## config.mk

```make
export PLATFORM = sky130hd
export DESIGN_NAME = json_string_unescape_utf8_top
export DESIGN_NICKNAME = d
export VERILOG_FILES = /design/src/sv/jsu_pkg.sv /design/src/sv/json_string_unescape_utf8_top.sv
export SDC_FILE = /design/constraint.sdc
export NUM_CORES = 1
export LEC_CHECK = 0
export BUFFER_PORTS_ARGS = -buffer_cell sky130_fd_sc_hd__buf_2
export CORE_ASPECT_RATIO = 0.7
export CORE_MARGIN = 1.5
export CORE_UTILIZATION = 29
export CTS_CLUSTER_SIZE = 12
export DETAILED_ROUTE_END_ITERATION = 8
export HOLD_SLACK_MARGIN = 0.1
export PLACE_DENSITY = 0.46
export SYNTH_ARGS = -nofsm -noshare
export SYNTH_HDL_FRONTEND = slang
export SYNTH_SLANG_ARGS = --single-unit
```

## constraint.sdc

```tcl
create_clock -name clk -period 14.8 [get_ports clk]
set_input_delay 1.48 -clock clk [delete_from_list [all_inputs] [get_ports clk]]
set_output_delay 1.48 -clock clk [all_outputs]
set_load 0.01 [all_outputs]
```

## src/sv/jsu_pkg.sv

```systemverilog
// ---------------------------------------------------------------------------
// jsu_pkg
// Shared types, codes and helper functions of the JSON string unescaper.
// ---------------------------------------------------------------------------
package jsu_pkg;

  // Result status codes
  localparam logic [1:0] ST_BYTE  = 2'd0;
  localparam logic [1:0] ST_CLOSE = 2'd1;
  localparam logic [1:0] ST_ERROR = 2'd2;

  // Number of result words one input word can cause at most
  localparam int unsigned MAX_RES = 7;

  // Characters with a meaning to the decoder
  localparam logic [7:0] CH_QUOTE = 8'h22;
  localparam logic [7:0] CH_BSL   = 8'h5C;
  localparam logic [7:0] CH_SLASH = 8'h2F;
  localparam logic [7:0] CH_N     = 8'h6E;
  localparam logic [7:0] CH_R     = 8'h72;
  localparam logic [7:0] CH_T     = 8'h74;
  localparam logic [7:0] CH_B     = 8'h62;
  localparam logic [7:0] CH_F     = 8'h66;
  localparam logic [7:0] CH_U     = 8'h75;

  // Code points and surrogate tags
  localparam logic [20:0] CP_REPL      = 21'h00FFFD;
  localparam logic [20:0] CP_SUPP_BASE = 21'h010000;
  localparam logic [5:0]  SUR_HIGH_TAG = 6'b110110;
  localparam logic [5:0]  SUR_LOW_TAG  = 6'b110111;

  // Decoder phase, one-hot
  typedef enum logic [6:0] {
    PH_IDLE     = 7'b0000001,
    PH_BODY     = 7'b0000010,
    PH_ESC      = 7'b0000100,
    PH_HEX      = 7'b0001000,
    PH_HELD     = 7'b0010000,
    PH_HELD_ESC = 7'b0100000,
    PH_LOW_HEX  = 7'b1000000
  } phase_t;

  // UTF-8 encoding of one code point
  typedef struct packed {
    logic [3:0][7:0] bytes;  // bytes[0] goes out first
    logic [2:0]      len;
  } utf8_t;

  // Hex digit decode
  typedef struct packed {
    logic       ok;
    logic [3:0] val;
  } hex_t;

  function automatic hex_t hex_digit(input logic [7:0] c);
    hex_t h;
    h.ok  = 1'b1;
    h.val = 4'd0;
    if (c >= 8'h30 && c <= 8'h39) begin
      h.val = 4'(c - 8'h30);
    end else if (c >= 8'h61 && c <= 8'h66) begin
      h.val = 4'(c - 8'h57);
    end else if (c >= 8'h41 && c <= 8'h46) begin
      h.val = 4'(c - 8'h37);
    end else begin
      h.ok = 1'b0;
    end
    return h;
  endfunction

  function automatic utf8_t utf8_enc(input logic [20:0] cp);
    utf8_t u;
    u.bytes = '0;
    if (cp <= 21'h7F) begin
      u.len      = 3'd1;
      u.bytes[0] = {1'b0, cp[6:0]};
    end else if (cp <= 21'h7FF) begin
      u.len      = 3'd2;
      u.bytes[0] = {3'b110, cp[10:6]};
      u.bytes[1] = {2'b10, cp[5:0]};
    end else if (cp <= 21'hFFFF) begin
      u.len      = 3'd3;
      u.bytes[0] = {4'b1110, cp[15:12]};
      u.bytes[1] = {2'b10, cp[11:6]};
      u.bytes[2] = {2'b10, cp[5:0]};
    end else begin
      u.len      = 3'd4;
      u.bytes[0] = {5'b11110, cp[20:18]};
      u.bytes[1] = {2'b10, cp[17:12]};
      u.bytes[2] = {2'b10, cp[11:6]};
      u.bytes[3] = {2'b10, cp[5:0]};
    end
    return u;
  endfunction

endpackage

```

## src/sv/json_string_unescape_utf8_top.sv

```systemverilog
// Flow: result words of an accepted input word go through the result buffer, then
//   the output register. Throughput: one input word per cycle while each causes at
//   most one result word and the output is not stalled; a word with more results
//   holds the input until the single-word output port drains the result buffer.
// Reset: synchronous active-low rst_n returns the decoder to idle and empties
//   the result buffer and output register; no clearing pass.
// ---------------------------------------------------------------------------
// json_string_unescape_utf8_top
// Unescapes a quoted JSON string one byte per word and emits UTF-8 bytes,
// followed by a close or error status word.
// ---------------------------------------------------------------------------
module json_string_unescape_utf8_top (
  input  logic       clk,
  input  logic       rst_n,
  input  logic       in_valid,
  output logic       in_ready,
  input  logic [7:0] in_byte,
  input  logic       in_first,
  input  logic       in_final_req,
  output logic       out_valid,
  input  logic       out_ready,
  output logic [7:0] out_byte,
  output logic [1:0] out_status,
  output logic       out_run_end
);
  import jsu_pkg::*;

  // Decoder state
  phase_t      phase_r, phase_nxt;
  logic [15:0] hex_r, hex_nxt;
  logic [1:0]  dc_r, dc_nxt;
  logic [9:0]  held_r, held_nxt;

  // Result buffer for one input word
  logic [7:0] buf_byte_r [MAX_RES];
  logic [1:0] buf_stat_r [MAX_RES];
  logic [2:0] buf_cnt_r;
  logic [7:0] lst_byte_nxt [MAX_RES];
  logic [1:0] lst_stat_nxt [MAX_RES];
  logic [2:0] lst_cnt_nxt;

  // Output register
  logic       out_valid_r;
  logic [7:0] out_byte_r;
  logic [1:0] out_stat_r;
  logic       out_end_r;

  logic load_out, in_acc;

  // Advance the output register when empty or taken
  assign load_out = !out_valid_r || out_ready;
  assign in_ready = (buf_cnt_r == 3'd0) || (buf_cnt_r == 3'd1 && load_out);
  assign in_acc   = in_valid && in_ready;

  assign out_valid   = out_valid_r;
  assign out_byte    = out_byte_r;
  assign out_status  = out_stat_r;
  assign out_run_end = out_end_r;

  // Decode one input word into its list of result words
  hex_t        hd;
  logic [15:0] gathered;
  logic        pre_fffd, do_body, do_esc, do_lone, do_pair, do_err;
  logic        raw_en, enc_en, term_en, fin_err;
  logic [7:0]  raw_byte;
  logic [20:0] enc_cp;
  logic [1:0]  term_stat;
  utf8_t       enc;
  logic [2:0]  n;

  always_comb begin
    hd        = hex_digit(in_byte);
    gathered  = {hex_r[11:0], hd.val};
    phase_nxt = phase_r;
    hex_nxt   = hex_r;
    dc_nxt    = dc_r;
    held_nxt  = held_r;
    pre_fffd  = 1'b0;
    do_body   = 1'b0;
    do_esc    = 1'b0;
    do_lone   = 1'b0;
    do_pair   = 1'b0;
    do_err    = 1'b0;
    raw_en    = 1'b0;
    raw_byte  = in_byte;
    enc_en    = 1'b0;
    enc_cp    = CP_REPL;
    term_en   = 1'b0;
    term_stat = ST_CLOSE;

    // Pick the action for this byte
    if (in_first) begin
      phase_nxt = PH_BODY;
      hex_nxt   = '0;
      dc_nxt    = '0;
      held_nxt  = '0;
      if (in_byte != CH_QUOTE) do_err = 1'b1;
    end else begin
      case (phase_r)
        PH_BODY: do_body = 1'b1;
        PH_ESC:  do_esc  = 1'b1;
        PH_HEX: begin
          if (!hd.ok) begin
            do_err = 1'b1;
          end else begin
            hex_nxt = gathered;
            if (dc_r == 2'd3) begin
              dc_nxt  = 2'd0;
              do_lone = 1'b1;
            end else begin
              dc_nxt = dc_r + 2'd1;
            end
          end
        end
        PH_HELD: begin
          if (in_byte == CH_BSL) begin
            phase_nxt = PH_HELD_ESC;
          end else begin
            pre_fffd = 1'b1;
            do_body  = 1'b1;
          end
        end
        PH_HELD_ESC: begin
          if (in_byte == CH_U) begin
            hex_nxt   = '0;
            dc_nxt    = '0;
            phase_nxt = PH_LOW_HEX;
          end else begin
            pre_fffd = 1'b1;
            do_esc   = 1'b1;
          end
        end
        PH_LOW_HEX: begin
          if (!hd.ok) begin
            do_err = 1'b1;
          end else begin
            hex_nxt = gathered;
            if (dc_r == 2'd3) begin
              dc_nxt = 2'd0;
              if (gathered[15:10] == SUR_LOW_TAG) begin
                do_pair = 1'b1;
              end else begin
                pre_fffd = 1'b1;
                do_lone  = 1'b1;
              end
            end else begin
              dc_nxt = dc_r + 2'd1;
            end
          end
        end
        default: phase_nxt = PH_IDLE;
      endcase
    end

    // Plain string body byte
    if (do_body) begin
      phase_nxt = PH_BODY;
      if (in_byte == CH_QUOTE) begin
        term_en = 1'b1;
      end else if (in_byte == CH_BSL) begin
        phase_nxt = PH_ESC;
      end else begin
        raw_en = 1'b1;
      end
    end

    // Byte after a backslash
    if (do_esc) begin
      phase_nxt = PH_BODY;
      raw_en    = 1'b1;
      case (in_byte)
        CH_QUOTE: raw_byte = CH_QUOTE;
        CH_BSL:   raw_byte = CH_BSL;
        CH_SLASH: raw_byte = CH_SLASH;
        CH_N:     raw_byte = 8'h0A;
        CH_R:     raw_byte = 8'h0D;
        CH_T:     raw_byte = 8'h09;
        CH_B:     raw_byte = 8'h08;
        CH_F:     raw_byte = 8'h0C;
        CH_U: begin
          raw_en    = 1'b0;
          hex_nxt   = '0;
          dc_nxt    = '0;
          phase_nxt = PH_HEX;
        end
        default: begin
          raw_en = 1'b0;
          do_err = 1'b1;
        end
      endcase
    end

    // Code unit standing on its own
    if (do_lone) begin
      if (gathered[15:10] == SUR_HIGH_TAG) begin
        held_nxt  = gathered[9:0];
        phase_nxt = PH_HELD;
      end else begin
        phase_nxt = PH_BODY;
        enc_en    = 1'b1;
        enc_cp    = (gathered[15:10] == SUR_LOW_TAG) ? CP_REPL : {5'd0, gathered};
      end
    end

    // High and low surrogate joined into one code point
    if (do_pair) begin
      phase_nxt = PH_BODY;
      enc_en    = 1'b1;
      enc_cp    = CP_SUPP_BASE + {1'b0, held_r, gathered[9:0]};
    end

    if (do_err) begin
      term_en   = 1'b1;
      term_stat = ST_ERROR;
    end

    // Close or error drops all state
    if (term_en) begin
      phase_nxt = PH_IDLE;
      hex_nxt   = '0;
      dc_nxt    = '0;
      held_nxt  = '0;
    end

    // Text ended without a close
    fin_err = in_final_req && (phase_nxt != PH_IDLE);
    if (fin_err) begin
      phase_nxt = PH_IDLE;
      hex_nxt   = '0;
      dc_nxt    = '0;
      held_nxt  = '0;
    end

    // Build the result list in order
    enc = utf8_enc(enc_cp);
    n   = 3'd0;
    for (int i = 0; i < MAX_RES; i++) begin
      lst_byte_nxt[i] = 8'd0;
      lst_stat_nxt[i] = ST_BYTE;
    end
    if (pre_fffd) begin
      lst_byte_nxt[0] = 8'hEF;
      lst_byte_nxt[1] = 8'hBF;
      lst_byte_nxt[2] = 8'hBD;
      n = 3'd3;
    end
    if (raw_en) begin
      lst_byte_nxt[n] = raw_byte;
      n = n + 3'd1;
    end
    if (enc_en) begin
      for (int i = 0; i < 4; i++) begin
        if (3'(i) < enc.len) begin
          lst_byte_nxt[n] = enc.bytes[i];
          n = n + 3'd1;
        end
      end
    end
    if (term_en) begin
      lst_stat_nxt[n] = term_stat;
      n = n + 3'd1;
    end
    if (fin_err) begin
      lst_stat_nxt[n] = ST_ERROR;
      n = n + 3'd1;
    end
    lst_cnt_nxt = n;
  end

  // Control state
  always_ff @(posedge clk) begin
    if (!rst_n) begin
      phase_r     <= PH_IDLE;
      hex_r       <= '0;
      dc_r        <= '0;
      held_r      <= '0;
      buf_cnt_r   <= '0;
      out_valid_r <= 1'b0;
    end else begin
      if (load_out) out_valid_r <= (buf_cnt_r != 3'd0);
      if (in_acc) begin
        phase_r   <= phase_nxt;
        hex_r     <= hex_nxt;
        dc_r      <= dc_nxt;
        held_r    <= held_nxt;
        buf_cnt_r <= lst_cnt_nxt;
      end else if (load_out && buf_cnt_r != 3'd0) begin
        buf_cnt_r <= buf_cnt_r - 3'd1;
      end
    end
  end

  // Payload: load a new list, or shift the buffer as words leave
  always_ff @(posedge clk) begin
    if (load_out && buf_cnt_r != 3'd0) begin
      out_byte_r <= buf_byte_r[0];
      out_stat_r <= buf_stat_r[0];
      out_end_r  <= (buf_cnt_r == 3'd1);
    end
    if (in_acc) begin
      buf_byte_r <= lst_byte_nxt;
      buf_stat_r <= lst_stat_nxt;
    end else if (load_out && buf_cnt_r != 3'd0) begin
      for (int i = 0; i < MAX_RES - 1; i++) begin
        buf_byte_r[i] <= buf_byte_r[i+1];
        buf_stat_r[i] <= buf_stat_r[i+1];
      end
    end
  end

endmodule

```

== After elaboration in Yosys (flattened, before gate mapping) ==
Cells that the tools add are included.
Operators by class
  $add $sub $neg: 13
  $lt $le $gt $ge: 27
  equality and inequality tests: 21
  mux-type cells: 140
  bitwise logic cells: 11
  reductions and logical operators: 24
Operator list (number)
  56-bit 2-to-1 mux: 9
  56-bit bitwise mux: 5
  16-bit 2-to-1 mux: 11
  8-bit demux with 3-bit select: 5
  48-bit 2-to-1 mux: 2
  8-bit case mux with 8 select lines: 1
  7-bit 2-to-1 mux: 9
  8-bit by 7-bit == test with 1-bit output, second input constant: 7
  8-bit 2-to-1 mux: 7
  10-bit 2-to-1 mux: 5
  24-bit 2-to-1 mux: 2
  3-bit 2-to-1 mux: 15
  1-bit 2-to-1 mux: 35
  16-bit case mux with 2 select lines: 1
  4-bit >= comparator, second input constant: 7
  4-bit by 1-bit less-than comparator with 1-bit output, second input constant: 7
  14-bit 2-to-1 mux: 2
  3-bit inverter with 4-bit output: 7
  25-bit 2-to-1 mux: 1
  12-bit 2-to-1 mux: 2
  2-bit 2-to-1 mux: 12
  17-bit by 20-bit adder with 21-bit output, first input constant: 1
  3-bit by 1-bit adder with 3-bit output, second input constant: 7
  21-bit by 11-bit <= comparator with 1-bit output, second input constant: 1
  other kinds (48): 75
Storage, ports and cells
  flip-flop bits (word level): 120

== Depth between registers and ports, before layout ==
Gate-level depths: netlist (run 1).
  depth in word-level cells: 37
  gate-level depth with buffers: 27
  mapped depth without buffers: 23

== Worst setup path before layout (run 1) ==
No wires, ideal clock.
  path kind: input-to-reg
  start point: input port in_byte[0]
  end point: register buf_stat_r[13] in the netlist's numbering (data pin)
  library setup time: 0.256 ns
  arrival: 6.658 ns
  data required time: 14.544 ns
  path slack: 7.886 ns
  stages on the path: 26
  path through: inv_1 > ha_1 > o21bai_1 > a2111oi_4 > o2111ai_1 > a21o_1 > buf_2 > buf_2 > buf_2 > fa_1 > clkbuf_1 > clkbuf_1 > xnor2_1 > ha_1 > a21oi_1 > nor2_1 > ha_1 > o22ai_1 > a21oi_1 > o21ai_2 > inv_1 > ha_1 > nand2_1 > xnor2_1 > o22ai_1 > a22o_1
Between the ends
  word-level cells in the longest chain between the ends: 36
RTL lines
  start: declaration: RTL line json_string_unescape_utf8_top.sv:17  | input logic [7:0] in_byte,
  branches (longest 34 deep; another with 17-bit by 20-bit adder with 21-bit output)
  14-bit 2-to-1 mux *: RTL line json_string_unescape_utf8_top.sv:263  | if (fin_err) begin
  12-bit 2-to-1 mux *: RTL line json_string_unescape_utf8_top.sv:300  | if (in_acc) begin
  end signal: assignment: RTL line json_string_unescape_utf8_top.sv:302  | buf_stat_r <= lst_stat_nxt;
  end signal: indexed assignment: RTL line json_string_unescape_utf8_top.sv:306  | buf_stat_r[i] <= buf_stat_r[i+1];
  end: declaration: RTL line json_string_unescape_utf8_top.sv:36  | logic [1:0] buf_stat_r [MAX_RES];
Mark *: on every way between the ends. The select of a mux whose other input is x is not followed.
A chain may end at the register's enable or synchronous reset.

== Worst setup path in the final report (run 1) ==
Ends and elaborated chain as after synthesis.

==> results of run 1 <==
[layout make-up]
| class | instances | area, sq um | share of cell area |
|---|---|---|---|
| timing repair buffer | 43 | 258 | 0.0259 |
| multi-input combinational | 858 | 5380 | 0.541 |
| sequential | 116 | 3130 | 0.315 |
| clock buffer | 17 | 425 | 0.0428 |
| clock inverter | 15 | 141 | 0.0142 |
| tap | 412 | 515 | 0.0518 |
| inverter | 24 | 90.1 | 0.00906 |
[Yosys cell counts (7+ instances only)]
cell type  count  area, sq um
a211oi_1      13         97.6
dfxtp_1       35          701
inv_1         22         82.6
o21a_1         7         52.6
buf_2         27          135
and2_1        10         62.6
nor2b_1       23          144
xnor2_1       13          114
nor3_1        39          195
clkbuf_1      37          139
a22oi_1       26          195
o22ai_1        7         43.8
ha_1          18          225
o31ai_1       13         97.6
edfxtp_1      81         2430
a21oi_1       81          405
and3_1        14         87.6
or3_1         15         93.8
a22o_1        20          175
a221o_1        8         80.1
o21ai_1        9         45.0
o211ai_1      17          128
a31oi_1       10         62.6
nor2_1        77          289
nand4_1       16          100
o221ai_1       9         78.8
nand3_1       38          190
nand2_1      122          458
o21ai_0       86          430
nor4_1         8         50.1
nand2b_1      21          131
[cells in the final DEF (no fill, tap or decap), types with 10 or more instances in the layout]
master / instances
nand4_1: 16
nand2_1: 121
and3_1: 14
nand2b_1: 20
a31oi_1: 10
ha_1: 18
buf_4: 17
o21ai_0: 86
xnor2_1: 13
a211oi_1: 13
a22o_1: 20
clkbuf_16: 17
a21oi_1: 80
or3_1: 15
and2_1: 10
nor3_1: 39
inv_1: 22
buf_2: 26
a22oi_1: 26
dfxtp_1: 35
nor2_1: 77
o211ai_1: 17
edfxtp_1: 81
nand3_1: 38
o31ai_1: 13
nor2b_1: 23
[metrics by stage]
stage	utilization	setup slack [ps]	std cells	area (sq um)	hold WS, ps
global placement	0.311	7480	1453	9380	401
detailed placement	0.311	7420	1453	9380	405
floorplan	-	7890	1071	8920	400
CTS	0.330	7890	1485	9940	418
finish	0.330	7780	1485	9940	417
global route	0.330	7230	1485	9940	419
[routing by layer]
metal	vias up	track usage	routed length, microns
met2	452	0.298	13500
met5	-	0	0
li1	4094	-	-
met1	4239	0.340	17000
met4	0	0.0621	710
met3	79	0.0900	4190
[cell families after synthesis]
group           Yosys count  share of synthesized area
simple gates            419                      0.242
compound gates          395                      0.307
flops                   116                      0.351
buf+inv                  97                     0.0475
fa+ha+maj                19                     0.0275
xor+xnor                 18                     0.0177
mux                       6                    0.00701
other cells               1                   0.000420
[worst max-delay path: cells and delay by family]
kind	cells	cell delay (ps)
xor gates and xnor gates	2	420
adders and majority gates	5	2130
and+or+nand+nor	2	160
buffers and inverters	4	690
AOI/OAI and AO/OA	10	2290
[registers in the layout, summed over array words and instances, names as in the netlist]
register,count
buf_byte_r,56
buf_cnt_r,3
buf_stat_r,14
dc_r,2
held_r,10
hex_r,12
out_byte,8
out_run_end,1
out_status,2
out_valid,1
phase_r,7
[power groups by stage]
stage          registers, mW  clock network (mW)  logic (mW)
2_1_floorplan          0.571                   0       0.205
3_3_place_gp           0.569                   0       0.321
5_1_grt                0.577               0.426       0.361
3_5_place_dp           0.571                   0       0.320
4_1_cts                0.565               0.411       0.321
6_report               0.564               0.400       0.317
[worst paths after layout]
| path | start | to | slack (ps) | depth (start not counted) |
|---|---|---|---|---|
| worst max-delay path | in_byte[0] | buf_stat_r[13]$_DFFE_PP_ | 7780 | 23 |
| worst min-delay path | buf_byte_r[55]$_DFFE_PP_ | out_byte[7]$_DFFE_PP_ | 420 | 0 |
| worst max register to register | phase_r[5]$_SDFFE_PN0P_ | buf_stat_r[13]$_DFFE_PP_ | 8560 | 19 |
| worst min register to register | buf_byte_r[55]$_DFFE_PP_ | out_byte[7]$_DFFE_PP_ | 420 | 0 |
==> impl_results.md, run 1 <==
- Post-synth ARST share: 0
- Psw: ~410 uW
- Clock root cell: clkbuf_16
- Setup crit end kind: register
- Setup bufs post-CTS: 0
- RSZ-0062 raised after global routing: false
- Cell count after synthesis: 1,071
- DRT antenna net count: 0
- TritonRoute pass-1 iters: 6
- CTS tree: yes
- Total congestion overflow: 0
- Core area: between 30,000 and 40,000 sq um
- Avg Inst Size Synth: approximately 8.3 sq um
- Tmin final: 7020 ps
- Synth Warn #: 0
- Startpoint types: input port
- Starting density of the core: 0.296
- Final hold vios: 0
- Net Count, Synth: approximately 1,100
- DR WL/cell: between 20 and 25 microns
- Cell Pwr Density: 129 nW/um^2
- Crit path max-delay cell type: fa_1
- Worst path cell trace: buf_2 -> inv_1 -> ha_1 -> o21bai_1 -> a2111oi_4 -> o2111ai_1 -> a21o_1 -> buf_4 -> fa_1 -> xnor2_1 -> ha_1 -> a21oi_1 -> nor2_1 -> ha_1 -> o22ai_1 -> a21oi_1 -> o21ai_2 -> inv_1 -> ha_1 -> nand2_1 -> xnor2_1 -> o22ai_1 -> a22o_1
- Share of cells above drive strength 1: 0.105
- Total Nets Final: between 1,000 and 1,500
- TNS Setup: 0 ps
- Power consumption: 1.28 mW
- Area of the mapped netlist: roughly 9000 sq um
- # diodes: 0
- First-pass GRT wire length: 53,400 microns
- Tcrit/Tclk final: 0.474
- Top Ports: 27
- HPWL Detailed: 26,600 microns
- F_max: between 0.1 and 0.15 GHz
- Largest net degree at the start of global routing: between 50 and 60
- CP Max Fanout: 34
- Distinct cells, synth: 97
- P&R area growth vs syn: 11.4%
- Tightest Hold Check Type: reg2reg
- Worst-Margin Slew: between 1000 and 1500 ps
- I/O Buffers: 26
- Worst Skew: about 21 ps
- Switching fraction of total power: 0.318
- Worst path required time: about 15,000 ps
- Via-to-Cell Ratio: a little under 6
- Worst VDD drop: 0.147 mV
- DR iter-0 viols: roughly 1,400
- Row cnt: 53
- Run status: complete, no violations
- H-tree levels: 4
- Cts hold-fix bufs: 0
- Die width: around 210 microns
- Post-synth top flop: edfxtp_1
- Total CTS buffers: 17
- Worst EP arrival: roughly 7000 ps
- Clock power share: 0.313
- Vias: slightly below 9,000
- Worst rel slew slack: 0.192
- Clock sinks: roughly 120
- #FFs+latches synth: around 120
- Final Setup Violations: 0
- Die area: between 30,000 and 40,000 sq um
- Die Height: roughly 150 microns
- Worst skew pair latency: 460 ps
- Initial antenna violation count: 0
- Most used cell, CP: ha_1
- Setup Crit Path Kind: in2reg
- Final WL: 35,500 microns
- Gr usage total: 0.229
- Max-cap violation count: 0
- DRC errors left: 0
- Clock slew at reported path FFs: 50 ps
- Fillers: 3,210
- Vias in the first global route: ~8,200
- LEAKAGE: 3.32 nW
- CTS Buffer Depth: 2
- Power Internal: just under 900 uW
- Post-synth EDFFs: 81
- Post-CTS Resized: 0
- Logic gate share of total power: 0.247
- Seq pwr share: 0.440
- Final slew viol count: 0
- Delay of the slowest cell on the worst path: between 1000 and 1500 ps
- Sequential element share of the synthesized area: 0.351
- GP Congestion: between 0.9 and 1
(Power assumes the default switching activity.)
==> inputs of run 2 (changes only) <==
--- a/config.mk
+++ b/config.mk
@@ -5,6 +5,7 @@
 export SDC_FILE = /design/constraint.sdc
 export NUM_CORES = 1
 export LEC_CHECK = 0
+export ABC_AREA = 1
 export BUFFER_PORTS_ARGS = -buffer_cell sky130_fd_sc_hd__buf_2
 export CORE_ASPECT_RATIO = 0.7
 export CORE_MARGIN = 1.5
@@ -12,7 +13,7 @@
 export CTS_CLUSTER_SIZE = 12
 export DETAILED_ROUTE_END_ITERATION = 8
 export HOLD_SLACK_MARGIN = 0.1
-export PLACE_DENSITY = 0.46
+export PLACE_DENSITY = 0.48
 export SYNTH_ARGS = -nofsm -noshare
 export SYNTH_HDL_FRONTEND = slang
 export SYNTH_SLANG_ARGS = --single-unit
==> constraint.sdc (replaced) <==
create_clock -name clk -period 5.8 [get_ports clk]
set_input_delay 0.58 -clock clk [delete_from_list [all_inputs] [get_ports clk]]
set_output_delay 0.58 -clock clk [all_outputs]
set_load 0.01 [all_outputs]
==> impl_results.md, run 2 <==
- Run status: complete, no violations
- Distinct cells, synth: 56
- Setup crit end kind: register
- Commonest non-fill, non-tap cells in the layout: 324 x nand2_1, 161 x inv_1, 125 x nor2_1
- Vias: 9,852
- Sequential element share of the synthesized area: 0.340
- Starting density of the core: 0.296
- Post-synth top flop: edfxtp_1
- Max reg flops: 56
- TNS Setup: 0 ps
- Count leader, synth: nand2_1
- HPWL Detailed: 29,000 microns
- Total CTS buffers: 17
- Cell count after synthesis: 1,361
- Post-synth ARST share: 0
- Tmin final: 5330 ps
- Largest net degree at the start of global routing: 54
- DR WL/cell: between 20 and 25 microns
- TritonRoute pass-1 iters: 5
- Net Count, Synth: about 1,400
- Gr usage total: 0.228
- RSZ-0062 raised after global routing: false
- Worst skew pair latency: ~450 ps
- WL met2: between 10,000 and 15,000 microns
- Top Ports: 27
- DRC errors left: 0
- Share of cells above drive strength 1: 0.124
- Tightest Hold Check Type: in2reg
- Worst path required time: ~6000 ps
- Met3 WL: approximately 3400 microns
- DR iter-0 viols: 1,328
- F_max: approximately 0.19 GHz
- Via-to-Cell Ratio: ~5.4
- Final hold vios: 0
- Commonest cells post-synth: 325 x nand2_1, 162 x inv_1, 126 x nor2_1
- Final WL: 37,700 microns
- Clock root cell: clkbuf_16
- Area share of the largest cell type after synthesis: 0.264
- CTS tree: yes
- Area of the mapped netlist: just over 9000 sq um
- DRT antenna net count: 0
- Most common cell after layout, fill and taps aside: nand2_1
- I/O Buffers: 26
- Clock sinks: between 100 and 150
- Worst Skew: about 13 ps
- Die Height: 152 microns
- Avg Inst Size Synth: a little under 7 sq um
- Row cnt: 54
- CTS Buffer Depth: 2
- # diodes: 0
- Tcrit/Tclk final: 0.919
- Core area: between 30,000 and 40,000 sq um
- Total congestion overflow: 0
- Top Layer Used: met4
- Total Nets Final: 1,425
- Top cells by area, synth: edfxtp_1 26%, nand2_1 13%, dfxtp_1 7.6%
- Most flop-heavy register: buf_byte_r
- Final slew viol count: 0
- Fin area: around 10,000 sq um
- Die area: around 33,000 sq um
- GP Congestion: just over 1
- First-pass GRT wire length: around 56,000 microns
- Cell Pwr Density: ~330 nW/um^2
- Clock slew at reported path FFs: 60 ps
- Pre-CTS setup slack: around 200 ps
- Post-synth EDFFs: 81
- Worst rel slew slack: 0.273
- Max-cap violation count: 0
- Synth Warn #: 0
- Initial antenna violation count: 0
- Final Setup Violations: 0
- Worst-Margin Slew: between 1000 and 1500 ps
- Setup Crit Path Kind: reg2reg
- Vias in the first global route: between 8,000 and 9,000
- LEAKAGE: around 4.3 nW
- Worst VDD drop: roughly 0.29 mV
- Startpoint types: register
- Worst EP arrival: between 5000 and 6000 ps
- Die width: between 200 and 250 microns
- P&R area growth vs syn: 13.4%
- Largest regs: buf_byte_r (56), buf_stat_r (14), hex_r (12)
- Synth area leader: edfxtp_1
- Worst Slack Setup Final: 470 ps
- #FFs+latches synth: ~120
- Cts hold-fix bufs: 0
- H-tree levels: 4
- Setup bufs post-CTS: 0
- Routed met1 length: just under 20,000 microns
- Post-CTS Resized: 0
- CP Max Fanout: 9
- Area after DPL: just under 10,000 sq um
[run 2: changes by cell type in the layout (fill, tap and decap cells not counted), sizes merged, moves of 15 or more]
cell / change
nand2: +230
buf: +15
or3: -15
nor2b: -23
o21ai: +24
nand3: +47
a21oi: +39
a22o: -18
nor2: +68
o22ai: +19
inv: +158
a22oi: -22
nand2b: -21
[run 2: layer usage]
layer,vias to the layer above,global-route usage
met1,4644,0.363
met5,-,0
li1,4678,-
met2,463,0.296
met3,67,0.0499
met4,0,0.0671
[run 2: layout make-up]
cell class	count	area [sq um]
clock buffer	25	487
clock inverter	7	48.8
fill	3429	20800
inverter	185	694
multi-input combinational	1014	5200
sequential	116	3130
tap	420	526
timing repair buffer	58	370
[run 2: cell families after synthesis]
group	count (synthesis)	share of synthesized area
other	1	0.000406
AND/OR/NAND/NOR	644	0.315
adder cells (fa/ha/maj)	19	0.0266
buffers and inverters	231	0.0982
XOR/XNOR	4	0.00380
AO/OA/AOI/OAI	346	0.217
flip-flops	116	0.340
[run 2: worst max-delay path, stage by stage (launching register included)]
cell and delay [ps]:
dfxtp_1 350, nor2_2 230, nand2_2 110, nor4_1 400
nand2_1 140, a21oi_1 170, inv_1 130, nor3_1 230
nor2_1 90, inv_1 170, ha_1 290, inv_1 230
o21ai_4 310, ha_1 280, nand2_1 130, nand2_4 110
ha_1 280, nor2_1 100, nor2_1 60, nand2_2 160
nand2_2 140, ha_1 290, or2_2 290, nand2_1 140
inv_1 80, nand3_1 80, a31oi_1 70
[run 2: final timing paths]
check / depth (start not counted) / end / slack, ps / startpoint
max: 26 / buf_stat_r[9]$_DFFE_PP_ / 470 / phase_r[1]$_SDFFE_PN0P_
min: 2 / phase_r[0]$_SDFFE_PN1P_ / 380 / rst_n
max reg2reg: 26 / buf_stat_r[9]$_DFFE_PP_ / 470 / phase_r[1]$_SDFFE_PN0P_
min reg2reg: 0 / out_byte[3]$_DFFE_PP_ / 420 / buf_byte_r[51]$_DFFE_PP_
[run 2: stage by stage]
stage | hold slack [ps] | total power, mW | utilization | std cells
6_report | 381 | 3.42 | 0.335 | 1825
5_1_grt | 384 | 3.63 | 0.335 | 1825
4_1_cts | 358 | 3.46 | 0.335 | 1825
3_5_place_dp | 406 | 2.47 | 0.318 | 1793
3_3_place_gp | 402 | 2.47 | 0.318 | 1793
2_1_floorplan | 400 | 2.11 | - | 1361
[run 2: power breakdown]
part | internal (mW) | switching, mW
combinational | 0.282 | 0.726
clock | 0.580 | 0.392
sequential | 1.35 | 0.0901
